--- src/rtl/mbe_pkg.sv ---
// shared types, constants and helpers for the mandelbrot escape-time pixel block
package mbe_pkg;

  // image geometry
  localparam int IMG_WIDTH  = 320;
  localparam int IMG_HEIGHT = 240;

  // field widths
  localparam int COL_W      = 9;
  localparam int ROW_W      = 8;
  localparam int CNT_W      = 11;
  localparam int ZOOM_W     = 29;
  localparam int Q_W        = 32;
  localparam int FRAC_BITS  = 28;
  localparam int GRAY_W     = 8;
  localparam int CFG_IDX_W  = 2;
  localparam int CFG_DATA_W = 32;

  // derived datapath widths
  localparam int DCOL_W = COL_W + 1;
  localparam int DROW_W = ROW_W + 1;
  localparam int MAP_W  = DCOL_W + ZOOM_W + 1;
  localparam int ACC_W  = MAP_W + 2;
  localparam int PRD_W  = 2 * Q_W;
  localparam int DIVD_W = CNT_W + GRAY_W;

  // saturation bounds and escape radius squared (4.0 in q4.28)
  localparam logic signed [ACC_W-1:0] Q_MAX_A =
    {{(ACC_W - Q_W + 1){1'b0}}, {(Q_W - 1){1'b1}}};
  localparam logic signed [ACC_W-1:0] Q_MIN_A =
    {{(ACC_W - Q_W + 1){1'b1}}, {(Q_W - 1){1'b0}}};
  localparam logic signed [ACC_W-1:0] ESC_MAG = ACC_W'(4) << FRAC_BITS;

  typedef enum logic [CFG_IDX_W-1:0] {
    CFG_ITER_LIMIT = 2'd0,
    CFG_ZOOM_STEP  = 2'd1,
    CFG_OFFSET_X   = 2'd2,
    CFG_OFFSET_Y   = 2'd3
  } cfg_idx_e;

  typedef enum logic [1:0] {
    TOP_IDLE,
    TOP_ITER,
    TOP_DIV,
    TOP_PEND
  } top_state_e;

  typedef enum logic [1:0] {
    IT_IDLE,
    IT_CADD,
    IT_SQ,
    IT_UPD
  } it_state_e;

  typedef struct packed {
    logic [CNT_W-1:0]  iter_limit;
    logic [ZOOM_W-1:0] zoom_step;
    logic [Q_W-1:0]    offset_x;
    logic [Q_W-1:0]    offset_y;
  } cfg_t;

  localparam cfg_t CFG_RST = '{
    iter_limit: 11'd128,
    zoom_step:  29'd2684355,
    offset_x:   32'hF800_0000,
    offset_y:   32'h0000_0000
  };

  // iteration unit result, valid for the single cycle of done
  typedef struct packed {
    logic             done;
    logic             esc;
    logic [CNT_W-1:0] cnt;
  } iter_res_t;

  typedef struct packed {
    logic              esc;
    logic [CNT_W-1:0]  cnt;
    logic [CNT_W-1:0]  rem;
    logic [GRAY_W-1:0] low;
    logic [GRAY_W-1:0] quo;
  } div_pay_t;

  typedef struct packed {
    logic     vld;
    div_pay_t pay;
  } div_stage_t;

  function automatic logic [Q_W-1:0] sat_q(input logic signed [ACC_W-1:0] v);
    logic [Q_W-1:0] r;
    if (v > Q_MAX_A) begin
      r = Q_MAX_A[Q_W-1:0];
    end else if (v < Q_MIN_A) begin
      r = Q_MIN_A[Q_W-1:0];
    end else begin
      r = v[Q_W-1:0];
    end
    return r;
  endfunction

endpackage

--- src/rtl/mbe_div_cell.sv ---
// one restoring-division cell: produces one quotient bit and passes the remainder on
module mbe_div_cell import mbe_pkg::*; (
  input  logic             clk_i,
  input  logic             rst_ni,
  input  logic [CNT_W-1:0] divisor_i,
  input  div_stage_t       stage_i,
  output div_stage_t       stage_o
);

  logic             vld_q;
  div_pay_t         pay_q;
  div_pay_t         pay_d;
  logic [CNT_W:0]   trial;
  logic [CNT_W:0]   diff;
  logic             fits;

  always_comb begin
    trial = {stage_i.pay.rem, stage_i.pay.low[GRAY_W-1]};
    diff  = trial - {1'b0, divisor_i};
    fits  = trial >= {1'b0, divisor_i};
    pay_d     = stage_i.pay;
    pay_d.rem = fits ? diff[CNT_W-1:0] : trial[CNT_W-1:0];
    pay_d.low = {stage_i.pay.low[GRAY_W-2:0], 1'b0};
    pay_d.quo = {stage_i.pay.quo[GRAY_W-2:0], fits};
  end

  always_ff @(posedge clk_i or negedge rst_ni) begin
    if (!rst_ni) begin
      vld_q <= 1'b0;
    end else begin
      vld_q <= stage_i.vld;
    end
  end

  // payload only moves with a valid item, so the last cell holds its result
  always_ff @(posedge clk_i) begin
    if (stage_i.vld) begin
      pay_q <= pay_d;
    end
  end

  assign stage_o.vld = vld_q;
  assign stage_o.pay = pay_q;

endmodule

--- src/rtl/mbe_div_chain.sv ---
// chain of division cells computing floor(count*255/limit)
module mbe_div_chain import mbe_pkg::*; (
  input  logic             clk_i,
  input  logic             rst_ni,
  input  iter_res_t        res_i,
  input  logic [CNT_W-1:0] divisor_i,
  output div_stage_t       tail_o
);

  logic [DIVD_W-1:0] dividend;
  div_stage_t        link [GRAY_W+1];

  // count*255 as count*256 - count
  always_comb begin
    dividend         = {res_i.cnt, {GRAY_W{1'b0}}} - DIVD_W'(res_i.cnt);
    link[0].vld      = res_i.done;
    link[0].pay.esc  = res_i.esc;
    link[0].pay.cnt  = res_i.cnt;
    link[0].pay.rem  = dividend[DIVD_W-1:GRAY_W];
    link[0].pay.low  = dividend[GRAY_W-1:0];
    link[0].pay.quo  = '0;
  end

  for (genvar i = 0; i < GRAY_W; i++) begin : g_cell
    mbe_div_cell u_cell (
      .clk_i     (clk_i),
      .rst_ni    (rst_ni),
      .divisor_i (divisor_i),
      .stage_i   (link[i]),
      .stage_o   (link[i+1])
    );
  end

  assign tail_o = link[GRAY_W];

endmodule

--- config.mk ---
export PLATFORM = sky130hd
export DESIGN_NAME = mbe_div_chain
export DESIGN_NICKNAME = d
export VERILOG_FILES = /design/src/rtl/mbe_pkg.sv /design/src/rtl/mbe_div_cell.sv /design/src/rtl/mbe_div_chain.sv
export SDC_FILE = /design/constraint.sdc
export NUM_CORES = 1
export LEC_CHECK = 0
export CAP_MARGIN = 20
export CORE_MARGIN = 3
export CORE_UTILIZATION = 60
export CTS_CLUSTER_DIAMETER = 120
export CTS_CLUSTER_SIZE = 20
export DETAILED_ROUTE_END_ITERATION = 8
export DONT_BUFFER_PORTS = 1
export PLACE_DENSITY = 0.82
export RECOVER_POWER = 100
export SLEW_MARGIN = 25
export SYNTH_ARGS = -nofsm -noshare
export SYNTH_HDL_FRONTEND = slang
export SYNTH_SLANG_ARGS = --single-unit
--- constraint.sdc ---
create_clock -name clk_i -period 3.3 [get_ports clk_i]
set_input_delay 0.99 -clock clk_i [delete_from_list [all_inputs] [get_ports clk_i]]
set_output_delay 0.99 -clock clk_i [all_outputs]
set_load 0.01 [all_outputs]
# Word level (Yosys, flattened, before mapping)
# Index checks and enable logic that the tools add are counted.
# word_totals
ff_bits	256
inputBits	26
output_inout_bits	40
wordCells	72
# classes
add_sub_neg	9
magnitude_cmp	8
mux	8
# ops
operator	n
greater-or-equal comparator 12 x 11 -> 1 bit	8
two-way mux 11 bit	8
subtractor 11 bit	8
subtractor 19 x 11 -> 19 bit	1

# Logic depth before layout (Yosys ltp)
# Gate-level depths: netlist of run 1.
# depth
word_depth	3
mapped_depth	15
mapped_depth_nobuf	15

# Modules after synthesis
# A second synthesis of run 1 with hierarchy kept.
# unflattened
cells_unflattened	1280
hier_area_um2	15957.8
# modules_own_cells
mod	n_inst	cells_each	area_each_um2	seq_area_each_um2
mbe_div_cell	8	152	1939.4	1166.1
mbe_div_chain	1	64	442.9	0.0

# Worst setup path after synthesis of run 1
# OpenSTA, ideal clock, no wires.
# synth_path
path_type	input to register
startpoint	input port res_i[4] (netlist name)
endpoint	register g_cell[0].u_cell.pay_q, in the netlist g_cell[0].u_cell.stage_o[19] (data pin)
setup_ps	262
arrival_time_ps	4034
t_required_ps	3038
slack_ps	-997
stages	14
path_buffers	1
cell_sequence	buf_6 > or4_1 > or3_4 > a21oi_4 > nor4_1 > xor2_1 > ha_1 > a21oi_1 > o21ai_0 > nand2_1 > a21oi_1 > nor4_4 > inv_4 > mux2_1
# synth_rtl
element	line	rtl
from (decl)	mbe_div_chain.sv:5	input iter_res_t res_i,
to (signal assigned)	mbe_div_cell.sv:38	pay_q <= pay_d;
to (decl)	mbe_div_cell.sv:11	div_pay_t pay_q;

==> results.md, run 1 <==
* Setup CP Type: in2reg
* Antenna diodes at 0
* Final Instance Count excl. Fillers at 1447
* Setup TNS at -6.605 ns
* CP max stage cell: or4_4
* Vias in the first global route at 9247
* Detailed Route Iter0 Violations at 805
* Worst EP required at 3.54 ns
* CTS max path bufs at 3
* Final RePlAce weighted congestion at 0.9352
* Met3 usage at 4.020%
* Vias/cell at 6.278
* Post-DP HPWL at 22.98 mm
* Total die area at 0.02337 mm^2
* Area delta synth->final at 15.35%
* Area contributors post-synth: edfxtp_1 56%, ha_1 8.9%, mux2_2 2.9%
* Count leader, synth: edfxtp_1
* Top Usage Layer GRT: met2
* Worst Path Arrival at 4.06 ns
* Tightest Pin Transition at 1.699 ns
* Slew headroom at -13.24%
* Cells after Synth at 998
* Final min period at 3.814 ns
* R2R setup slack at 0.26 ns
* Setup repair after global routing missed its margin: yes
* # nets final at 1288
* Failing checks: max-capacitance violations, max-slew violations, negative setup slack
* Clock Sinks at 249
* # DRC at 0
* Syn Area/Cell at 12.97 um^2
* CTS tree: built
* Antenna violations before repair at 0
* Post-route ant nets at 0
* Syn. warnings at 0
* GR Overflow Total at 0
* Startpoint Class: primary input
* Clk Latency, worst-skew pair at 0.49 ns
* Num rows at 53
* Fill count at 1340
* Top_reg_cell synth: edfxtp_1
* Chip width at 152.9 um
* Total Wirelength at 31.55 mm
* Distinct cells, synth at 63
* Max stage delay on crit path at 0.52 ns
* Pre-CTS setup slack at -0.9957 ns
* Min-delay worst type: in2async
* Inserted Clock Buffers at 16
* Vias at 9084
* Total track usage at 26.39%
* Post-Route Skew at 0.01434 ns
* Post-synth top area share at 55.92%
* F_max at 262.2 MHz
* Clock transition at path regs at 0.09 ns
* Top Ports at 66
* Detailed-route wire length per cell at 21.81 um
* Grt met2 use at 47.08%
* Pwr per Cell Area at 792.0 mW/mm^2
* Core ar. at 0.02109 mm^2
* Largest net degree at the start of global routing at 33
* Final setup viols at 35
* Lkg Pwr at 5.747 nW
* FFs w/ async S/R, synth at 3.213%
* Max rail drop VDD at 0.4371 mV
* Final Hold Viols at 0
* Final hold slack at 0.1867 ns
* Final core utilization at 70.79%
* Input/output buffers at 0
* Critical Path Fanout Max at 10
* Crit share post-route at 115.6%
* Post-Place Cells at 1417
* Seq/Total Area, Yosys at 57.47%
* Max cap viols at 2
* Area leader, netlist: edfxtp_1
* Status: finished, violations left
* Slew Viols, Final at 64
* GRT met1 Usage at 32.94%
* Post-Syn Area at 0.01294 mm^2
* Root Driver: clkbuf_16
* Post-synth EDFFs at 241
* Post-synth top cells: 241 x edfxtp_1, 92 x ha_1, 70 x a21oi_1
* Critical Path End Type: register
* Synth Register Bits at 249
* First-pass GRT wire length at 49.11 mm
* Share of cells above drive strength 1 at 20.05%
* CP Cell Sequence: or4_4 > or3_4 > a21oi_4 > nor4_4 > xor2_2 > ha_1 > a21oi_2 > o211ai_1 > nand2_1 > a21oi_2 > nor4_4 > inv_4 > mux2_1
* Initial Util at 61.37%
* First-pass detailed-route iteration total at 5
* CTS H-tree lvls at 1
* Die height at 152.9 um
* Fin worst setup slack at -0.5137 ns
## state kept, by name, summed over array words and instances, names as in the netlist
signal	cells
g_cell.u_cell.stage_o	241
g_cell.u_cell.vld_q	8
## kinds of logic after synthesis
kind of cell | Yosys count | share of synthesized area (%)
other cells | 1 | 0.02898
compound gates | 212 | 11.04
fa+ha+maj | 100 | 10.13
flops | 249 | 57.47
mux | 46 | 4.138
simple gates | 268 | 11.06
buf+inv | 67 | 2.407
xor+xnor | 55 | 3.722
## metrics by stage
step | cell area [um^2] | power, mW
after global placement | 14430 | 9.452
after global routing | 14930 | 12.44
after CTS | 14920 | 11.79
after detailed placement | 14440 | 9.753
final | 14930 | 11.82
after floorplan | 13000 | 8.005
## cell usage in the layout (no fill, tap or decap), types with 7 or more instances in the layout
cell,Yosys,routed
nor4_1,12,11
clkbuf_16,0,17
nand2b_1,10,10
nand3_1,21,21
xor2_1,17,16
mux2_4,6,8
fa_1,8,8
nand2_1,48,48
nor3_1,43,43
clkbuf_1,0,20
a31o_2,7,7
nand4_1,7,7
inv_1,48,48
a21oi_1,70,67
edfxtp_1,241,241
xnor2_1,38,37
a31oi_1,13,13
ha_1,92,92
nor2_1,56,56
clkbuf_4,0,11
nor3b_1,17,17
a21o_1,8,8
o31a_1,10,10
o21a_1,9,9
dfrtp_1,8,8
mux2_2,33,28
o211ai_1,16,16
nor2b_1,24,23
conb_1,1,8
buf_4,9,127
a21boi_0,14,14
o21ai_0,29,32
## worst max-delay path, delay by kind of cell
family,cells,cell delay [ns]
buffers and inverters,1,0.15
XOR/XNOR,1,0.16
multiplexers,1,0.34
AO/OA/AOI/OAI,4,0.59
AND/OR/NAND/NOR,5,1.45
adder cells (fa/ha/maj),1,0.36
## repair_timing
action	in CTS	in global routing
endpoints found under the setup margin	12	12
pin swaps	3	0
hold buffers	0	0
resized for setup	4	8
setup buffers	0	2
## metal layers
metal,routed length [um],vias up
li1,-,4140
met1,11850,4339
met5,0,-
met4,1448,0
met2,16020,485
met3,2228,120
## layout make-up
cell class	count	area (um^2)	area share (%)
sequential	249	7437	49.82
multi-input combinational	689	5283	35.39
timing repair buffer	157	1205	8.071
clock buffer	26	459.2	3.076
tap	275	344.1	2.305
inverter	49	186.4	1.249
clock inverter	2	13.76	0.09220
## worst paths after layout
| path | startpoint | cells past startpoint | endpoint |
|---|---|---|---|
| setup / recovery | res_i[4] | 13 | g_cell[0].u_cell.stage_o[19] |
| hold / removal | rst_ni | 0 | g_cell[5].u_cell.vld_q |
| setup reg to reg | g_cell[6].u_cell.stage_o[27] | 9 | g_cell[7].u_cell.stage_o[20] |
| hold reg to reg | g_cell[2].u_cell.stage_o[33] | 0 | g_cell[3].u_cell.stage_o[33] |
| max in group asynchronous | rst_ni | 0 | g_cell[0].u_cell.vld_q |
| min in group clk_i | g_cell[2].u_cell.stage_o[33] | 0 | g_cell[3].u_cell.stage_o[33] |
## report_power, final
part | internal, mW | switching, mW
Clock | 0.969 | 1.02
Sequential | 4.36 | 0.395
Combinational | 2.43 | 2.65
(Power assumes the default switching activity.)
==> run 2, diff against run 1 <==
- CORE_UTILIZATION: 60 -> 58
- CTS_CLUSTER_SIZE: 20 -> default
- PLACE_DENSITY: 0.82 -> 0.76
- clock period: 3.3 -> 3.35 ns (I/O delays scaled with it)
==> run 2 against run 1 <==
Effect of this change:
- routed wire length fell by 6.2%
- the flow still finishes with violations (max-capacitance violations, max-slew violations, negative setup slack)
- global-route usage shrank 1.8 points
- via count down 3.1%
- highest routed layer unchanged
- hold slack got worse by 0.032 ns
- cell count grew 0.14%
- combinational power down 6.9%
- non-clock buffer count shrank 23
- power is 3.2% higher
- final area is 0.54% higher
==> results.md, run 2 (synthesis results as in run 1) <==
* Status: finished, violations left
* Failing checks: max-capacitance violations, max-slew violations, negative setup slack
* Initial Util at 59.12%
* Inserted Clock Buffers at 26
* Antenna diodes at 0
* Min-delay worst type: in2async
* Slew Viols, Final at 65
* Most frequent cells in the layout: 241 x edfxtp_1, 105 x buf_4, 92 x ha_1
* Post-route ant nets at 0
* CTS H-tree lvls at 1
* CTS max path bufs at 3
* R2R depth at 9
* Root Driver: clkbuf_16
* Post-Place Cells at 1395
* Max cap viols at 2
* Final Hold Viols at 0
* Seq pwr share at 38.3%
* Max rail drop VDD at 0.5379 mV
* Startpoint Class: primary input
* GR Overflow Total at 0
* Sw Share at 33.31%
* Final min period at 3.685 ns
* Detailed Route Iter0 Violations at 693
* Max FFs per register at 241
* Sw power at 4.066 mW
* Worst Path Arrival at 3.97 ns
* Top Ports at 66
* Share of cells above drive strength 1 at 18.65%
* Clk Latency, worst-skew pair at 0.54 ns
* First-pass detailed-route iteration total at 5
* Fin worst setup slack at -0.3352 ns
* Total track usage at 24.56%
* Post-CTS Hold Fix Bufs at 0
* Num rows at 54
* Final setup viols at 17
* Clock transition at path regs at 0.07 ns
* Setup repair after global routing missed its margin: yes
* Final Instance Count excl. Fillers at 1449
* Chip width at 155.4 um
* Worst EP required at 3.64 ns
* Final RePlAce weighted congestion at 0.9187
* Total die area at 0.02414 mm^2
* First-pass GRT wire length at 46.88 mm
* Clock Sinks at 249
* CTS tree: built
* # nets final at 1275
* Total Wirelength at 29.61 mm
* Commonest non-fill, non-tap cell in the layout: edfxtp_1
* Int Pwr at 8.141 mW
* Vias in the first global route at 8921
* F_max at 271.4 MHz
* Core ar. at 0.02189 mm^2
* Vias/cell at 6.074
* CP Cell Sequence: or4_4 > or3_4 > nand2b_1 > a21oi_1 > xnor2_1 > ha_1 > o21ai_0 > o211ai_1 > nand2_1 > a21oi_2 > nor4_4 > buf_4 > mux2_4
* Lkg Pwr at 5.751 nW
* Fill count at 1513
* Detailed-route wire length per cell at 20.44 um
* Area of the multi-input gates at 0.005236 mm^2
* # DRC at 0
* Pwr per Cell Area at 813.3 mW/mm^2
* Setup CP Type: in2reg
* Setup TNS at -3.740 ns
* Cell depth of the worst setup path at 13
* Critical Path End Type: register
* Crit share post-route at 110.0%
* Tightest Pin Transition at 1.827 ns
* Buffers plus inverters on the worst setup path at 1
* CP max stage cell: or4_4
* Post-Route Skew at 0.01590 ns
* Slew headroom at -21.78%
* Total power at 12.21 mW
* Input/output buffers at 0
* Critical Path Fanout Max at 8
* Max stage delay on crit path at 0.52 ns
* Area delta synth->final at 15.98%
* Largest net degree at the start of global routing at 33
* Antenna violations before repair at 0
* Clk pwr share at 23.0%
* Crit-path leading delay family: simple AND/OR/NAND/NOR gates
* Gate power share at 38.7%
* Die height at 155.4 um
* Post-DP HPWL at 21.18 mm
* Vias at 8801
* Storage cell area at 0.007437 mm^2
[run 2: changes by cell type in the layout (fill, tap and decap cells not counted), moves of 2 or more]
cell / previous run / this run
clkbuf_16: 17 / 26
clkbuf_4: 11 / 4
o21ai_0: 32 / 28
clkinv_4: 0 / 4
o41ai_1: 1 / 3
bufinv_16: 0 / 2
o21ai_1: 2 / 7
clkbuf_1: 20 / 22
buf_12: 5 / 2
o41ai_2: 6 / 4
buf_4: 127 / 105
clkinvlp_4: 0 / 3
clkinv_1: 0 / 6
clkbuf_2: 1 / 3
[run 2: routing by layer]
metal / track usage [%] / up-vias / wire [um]
li1: - / 4131 / -
met1: 31.07 / 4207 / 11920
met2: 41.01 / 349 / 14260
met3: 5.174 / 114 / 1925
met4: 10.84 / 0 / 1501
met5: 0 / - / 0
[run 2: worst paths after layout]
check | slack, ns | end | from
max reg2reg | 0.19 | g_cell[7].u_cell.stage_o[20] | g_cell[6].u_cell.stage_o[27]
min reg2reg | 0.41 | g_cell[2].u_cell.stage_o[36] | g_cell[1].u_cell.stage_o[36]
min | 0.15 | g_cell[7].u_cell.vld_q | rst_ni
max | -0.34 | g_cell[0].u_cell.stage_o[17] | res_i[4]
min in group clk_i | 0.41 | g_cell[2].u_cell.stage_o[36] | g_cell[1].u_cell.stage_o[36]
max in group asynchronous | 3.11 | g_cell[2].u_cell.vld_q | rst_ni
[run 2: power groups by stage]
stage | Clock, mW | Sequential, mW | Combinational [mW]
floorplan | 0 | 4.59 | 3.29
global placement | 0 | 4.70 | 4.47
detailed placement | 0 | 4.73 | 4.64
CTS | 2.85 | 4.67 | 4.73
global route | 2.95 | 4.73 | 5.22
finish | 2.81 | 4.67 | 4.73
[run 2: repair_timing]
item                       in CTS  in global routing
gates resized for setup         4                  1
setup endpoints to repair      12                 12
pin swaps                       5                  1
buffers inserted                4                  2
[run 2: cell type report]
type                       instances  share of cell area, %
inverter                          49                  1.242
clock inverter                    18                  1.134
timing repair buffer             134                  6.419
tap                              280                  2.334
sequential                       249                  49.55
multi-input combinational        689                  34.89
clock buffer                      30                  4.435
[run 2: through the flow]
stage                     util, %  worst slack, ns  hold slack, ns  instance area, um^2
after floorplan                 -          -0.9184          0.4003                12990
after global placement      64.92          -0.8971          0.4009                14210
after detailed placement    64.92          -0.9143          0.4045                14210
after CTS                   68.93          -0.3272          0.1395                15090
final                       68.56          -0.3352          0.1547                15010
after global routing        68.56          -0.4356          0.1428                15010
==> run 3, diff against run 2 <==
- ABC_AREA: default -> 1
- CELL_PAD_IN_SITES_DETAIL_PLACEMENT: default -> 1
- CELL_PAD_IN_SITES_GLOBAL_PLACEMENT: default -> 1
- CORE_UTILIZATION: 58 -> 46
- PLACE_DENSITY: 0.76 -> default
- PLACE_DENSITY_LB_ADDON: default -> 0.1
==> run 3 against run 2 <==
Effect of this change:
- the run ends with max-capacitance violations, max-slew violations left
- maximum frequency is 19% higher
- utilization is 14 points lower
- critical path depth is 5 lower
- clock skew is 0.0057 ns higher
- hold slack worse by 0.022 ns
- cell count is 24% higher
- first-iteration DRC count is 12% lower
- routed wire length is 19% higher
- non-clock buffer count is 46 lower
- final area is 2.4% higher
- combinational power is 11% lower
- sequential power hardly changed
- largest cell class unchanged
==> results.md, run 3 <==
* Area delta synth->final at 15.12%
* Final hold slack at 0.1324 ns
* Post-Syn Area at 0.01335 mm^2
* Num rows at 61
* Chip width at 176.4 um
* Startpoint Class: primary input
* Total Wirelength at 35.37 mm
* Slew Viols, Final at 96
* Syn. warnings at 0
* Synth Register Bits at 249
* Pwr per Cell Area at 795.2 mW/mm^2
* Gate power share at 34.4%
* Clock Sinks at 249
* Int Pwr at 7.914 mW
* Max cap viols at 3
* Sw power at 4.311 mW
* CTS max path bufs at 3
* Critical Path Fanout Max at 21
* Vias in the first global route at 10000
* Vias/cell at 5.311
* Max FFs per register at 241
* Most frequent CP cell: inv_1
* Inserted Clock Buffers at 28
* First-pass GRT wire length at 54.90 mm
* Antenna diodes at 0
* Input/output buffers at 0
* Clk pwr share at 27.5%
* Post-DP HPWL at 26.93 mm
* Lkg Pwr at 6.581 nW
* Vias at 9570
* Post-synth top area share at 54.19%
* GR Overflow Total at 0
* CTS tree: built
* Most frequent cells in the layout: 241 x edfxtp_1, 237 x nand2_1, 161 x nor2_1
* Core ar. at 0.02816 mm^2
* Antenna violations before repair at 0
* F_max at 323.0 MHz
* Commonest non-fill, non-tap cell in the layout: edfxtp_1
* Failing checks: max-capacitance violations, max-slew violations
* Initial Util at 47.42%
* Slew headroom at -19.76%
* Top Ports at 66
* Cells after Synth at 1303
* Worst EP required at 3.60 ns
* Total power at 12.23 mW
* # nets final at 1528
* Crit share post-route at 92.43%
* Post-route cell area at 0.01537 mm^2
* Largest net degree at the start of global routing at 33
* Area contributors post-synth: edfxtp_1 54%, ha_1 8.6%, nand2_1 6.7%
* Root Driver: clkbuf_16
* Distinct cells, synth at 30
* Worst Path Arrival at 3.35 ns
* Post-Route Skew at 0.02163 ns
* Count leader, synth: edfxtp_1
* Setup repair after global routing missed its margin: no
* Clk Latency, worst-skew pair at 0.56 ns
* Detailed-route wire length per cell at 19.63 um
* Final RePlAce weighted congestion at 0.9199
* Cell Area, Placed at 0.01441 mm^2
* Post-synth top cells: 241 x edfxtp_1, 238 x nand2_1, 161 x nor2_1
* Area leader, netlist: edfxtp_1
* Max rail drop VDD at 0.3991 mV
* Top_reg_cell synth: edfxtp_1
* Final min period at 3.096 ns
* Post-CTS Setup Bufs at 0
* Final Hold Viols at 0
* Total die area at 0.03111 mm^2
* CTS H-tree lvls at 1
* Status: finished, violations left
* Post-route ant nets at 0
* Detailed Route Iter0 Violations at 613
* CP Cell Sequence: inv_1 > ha_1 > inv_1 > nor3_1 > nand3_1 > nand4_1 > clkbuf_1 > a21oi_1
* Min-delay worst type: in2async
* Total track usage at 22.66%
* Die height at 176.4 um
* CP max stage cell: clkbuf_1
* Setup CP Type: in2reg
* Resized Gates After CTS at 0
* Critical Path End Type: register
* First-pass detailed-route iteration total at 5
* Seq pwr share at 38.1%
* Post-CTS Hold Fix Bufs at 0
* Post-synth EDFFs at 241
* Sw Share at 35.26%
* Share of cells above drive strength 1 at 10.96%
* Tightest Pin Transition at 1.796 ns
* Final setup viols at 0
* Max stage delay on crit path at 0.71 ns
* # DRC at 0
* Syn Area/Cell at 10.25 um^2
* Seq/Total Area, Yosys at 55.69%
* Clock transition at path regs at 0.06 ns
* FFs w/ async S/R, synth at 3.213%
## run 3: cell types whose count changed after synthesis, sizes merged, moves of 17 or more
cell	previous run	this run
a21oi	71	143
inv	49	127
mux2	42	0
nand2	48	245
nand3	21	69
nor2	56	167
nor2b	24	0
nor3	43	11
nor3b	17	0
xor2	17	43
## run 3: final timing paths
path                                                   start                      endpoint  slack, ns  depth (start not counted)
worst max-delay path                           divisor_i[10]  g_cell[1].u_cell.stage_o[23]       0.25                          8
worst min-delay path                                  rst_ni        g_cell[4].u_cell.vld_q       0.13                          0
worst max register to register  g_cell[0].u_cell.stage_o[15]  g_cell[1].u_cell.stage_o[23]       0.59                          8
worst min register to register        g_cell[1].u_cell.vld_q        g_cell[2].u_cell.vld_q       0.38                          0
max in group asynchronous                             rst_ni        g_cell[3].u_cell.vld_q       3.14                          0
min in group clk_i                    g_cell[1].u_cell.vld_q        g_cell[2].u_cell.vld_q       0.38                          0
## run 3: cell families after synthesis
| group | after synthesis | share of synthesized area, % |
|---|---|---|
| flip-flops | 249 | 55.69 |
| buffers and inverters | 153 | 4.910 |
| other | 1 | 0.02808 |
| AO/OA/AOI/OAI | 208 | 8.601 |
| adder cells (fa/ha/maj) | 100 | 9.819 |
| XOR/XNOR | 67 | 4.507 |
| AND/OR/NAND/NOR | 525 | 16.44 |
## run 3: cell type report
class,count,area [um^2]
clock buffers,28,700.7
well taps,378,473.0
clock inverters,24,337.8
fillers,3081,12790
flip-flops and latches,249,7437
repair buffers,88,595.6
multi-input cells,908,5353
inverters,127,476.7
## run 3: per-layer routing
layer | part of all wire [%] | vias up | global-route usage, %
met4 | 2.5 | 0 | 6.383
met1 | 43 | 4691 | 28.44
li1 | - | 4671 | -
met2 | 52 | 155 | 40.82
met3 | 3.5 | 53 | 3.290
met5 | 0 | - | 0
## run 3: power by group through the flow
stage	logic, mW	registers, mW	clock network [mW]
after floorplan	3.10	4.57	0
after global placement	4.06	4.69	0
after detailed placement	4.21	4.73	0
after CTS	4.27	4.67	3.43
after global routing	4.76	4.73	3.56
final	4.20	4.66	3.36
## run 3: metrics by stage
| step | instances | setup slack [ns] | util, % | setup TNS [ns] |
|---|---|---|---|---|
| floorplan | 1310 | 0.01219 | - | 0 |
| global placement | 1750 | -0.1644 | 51.18 | -1.856 |
| detailed placement | 1750 | -0.3009 | 51.18 | -3.239 |
| CTS | 1802 | 0.2973 | 54.86 | 0 |
| global route | 1802 | 0.02945 | 54.59 | 0 |
| finish | 1802 | 0.2537 | 54.59 | 0 |
## run 3: critical path: cells and delay by family
| family | cells | cell delay (ns) |
|---|---|---|
| buffers and inverters | 3 | 1.28 |
| and+or+nand+nor | 3 | 0.54 |
| adders and majority gates | 1 | 0.29 |
| AOI/OAI and AO/OA | 1 | 0.21 |
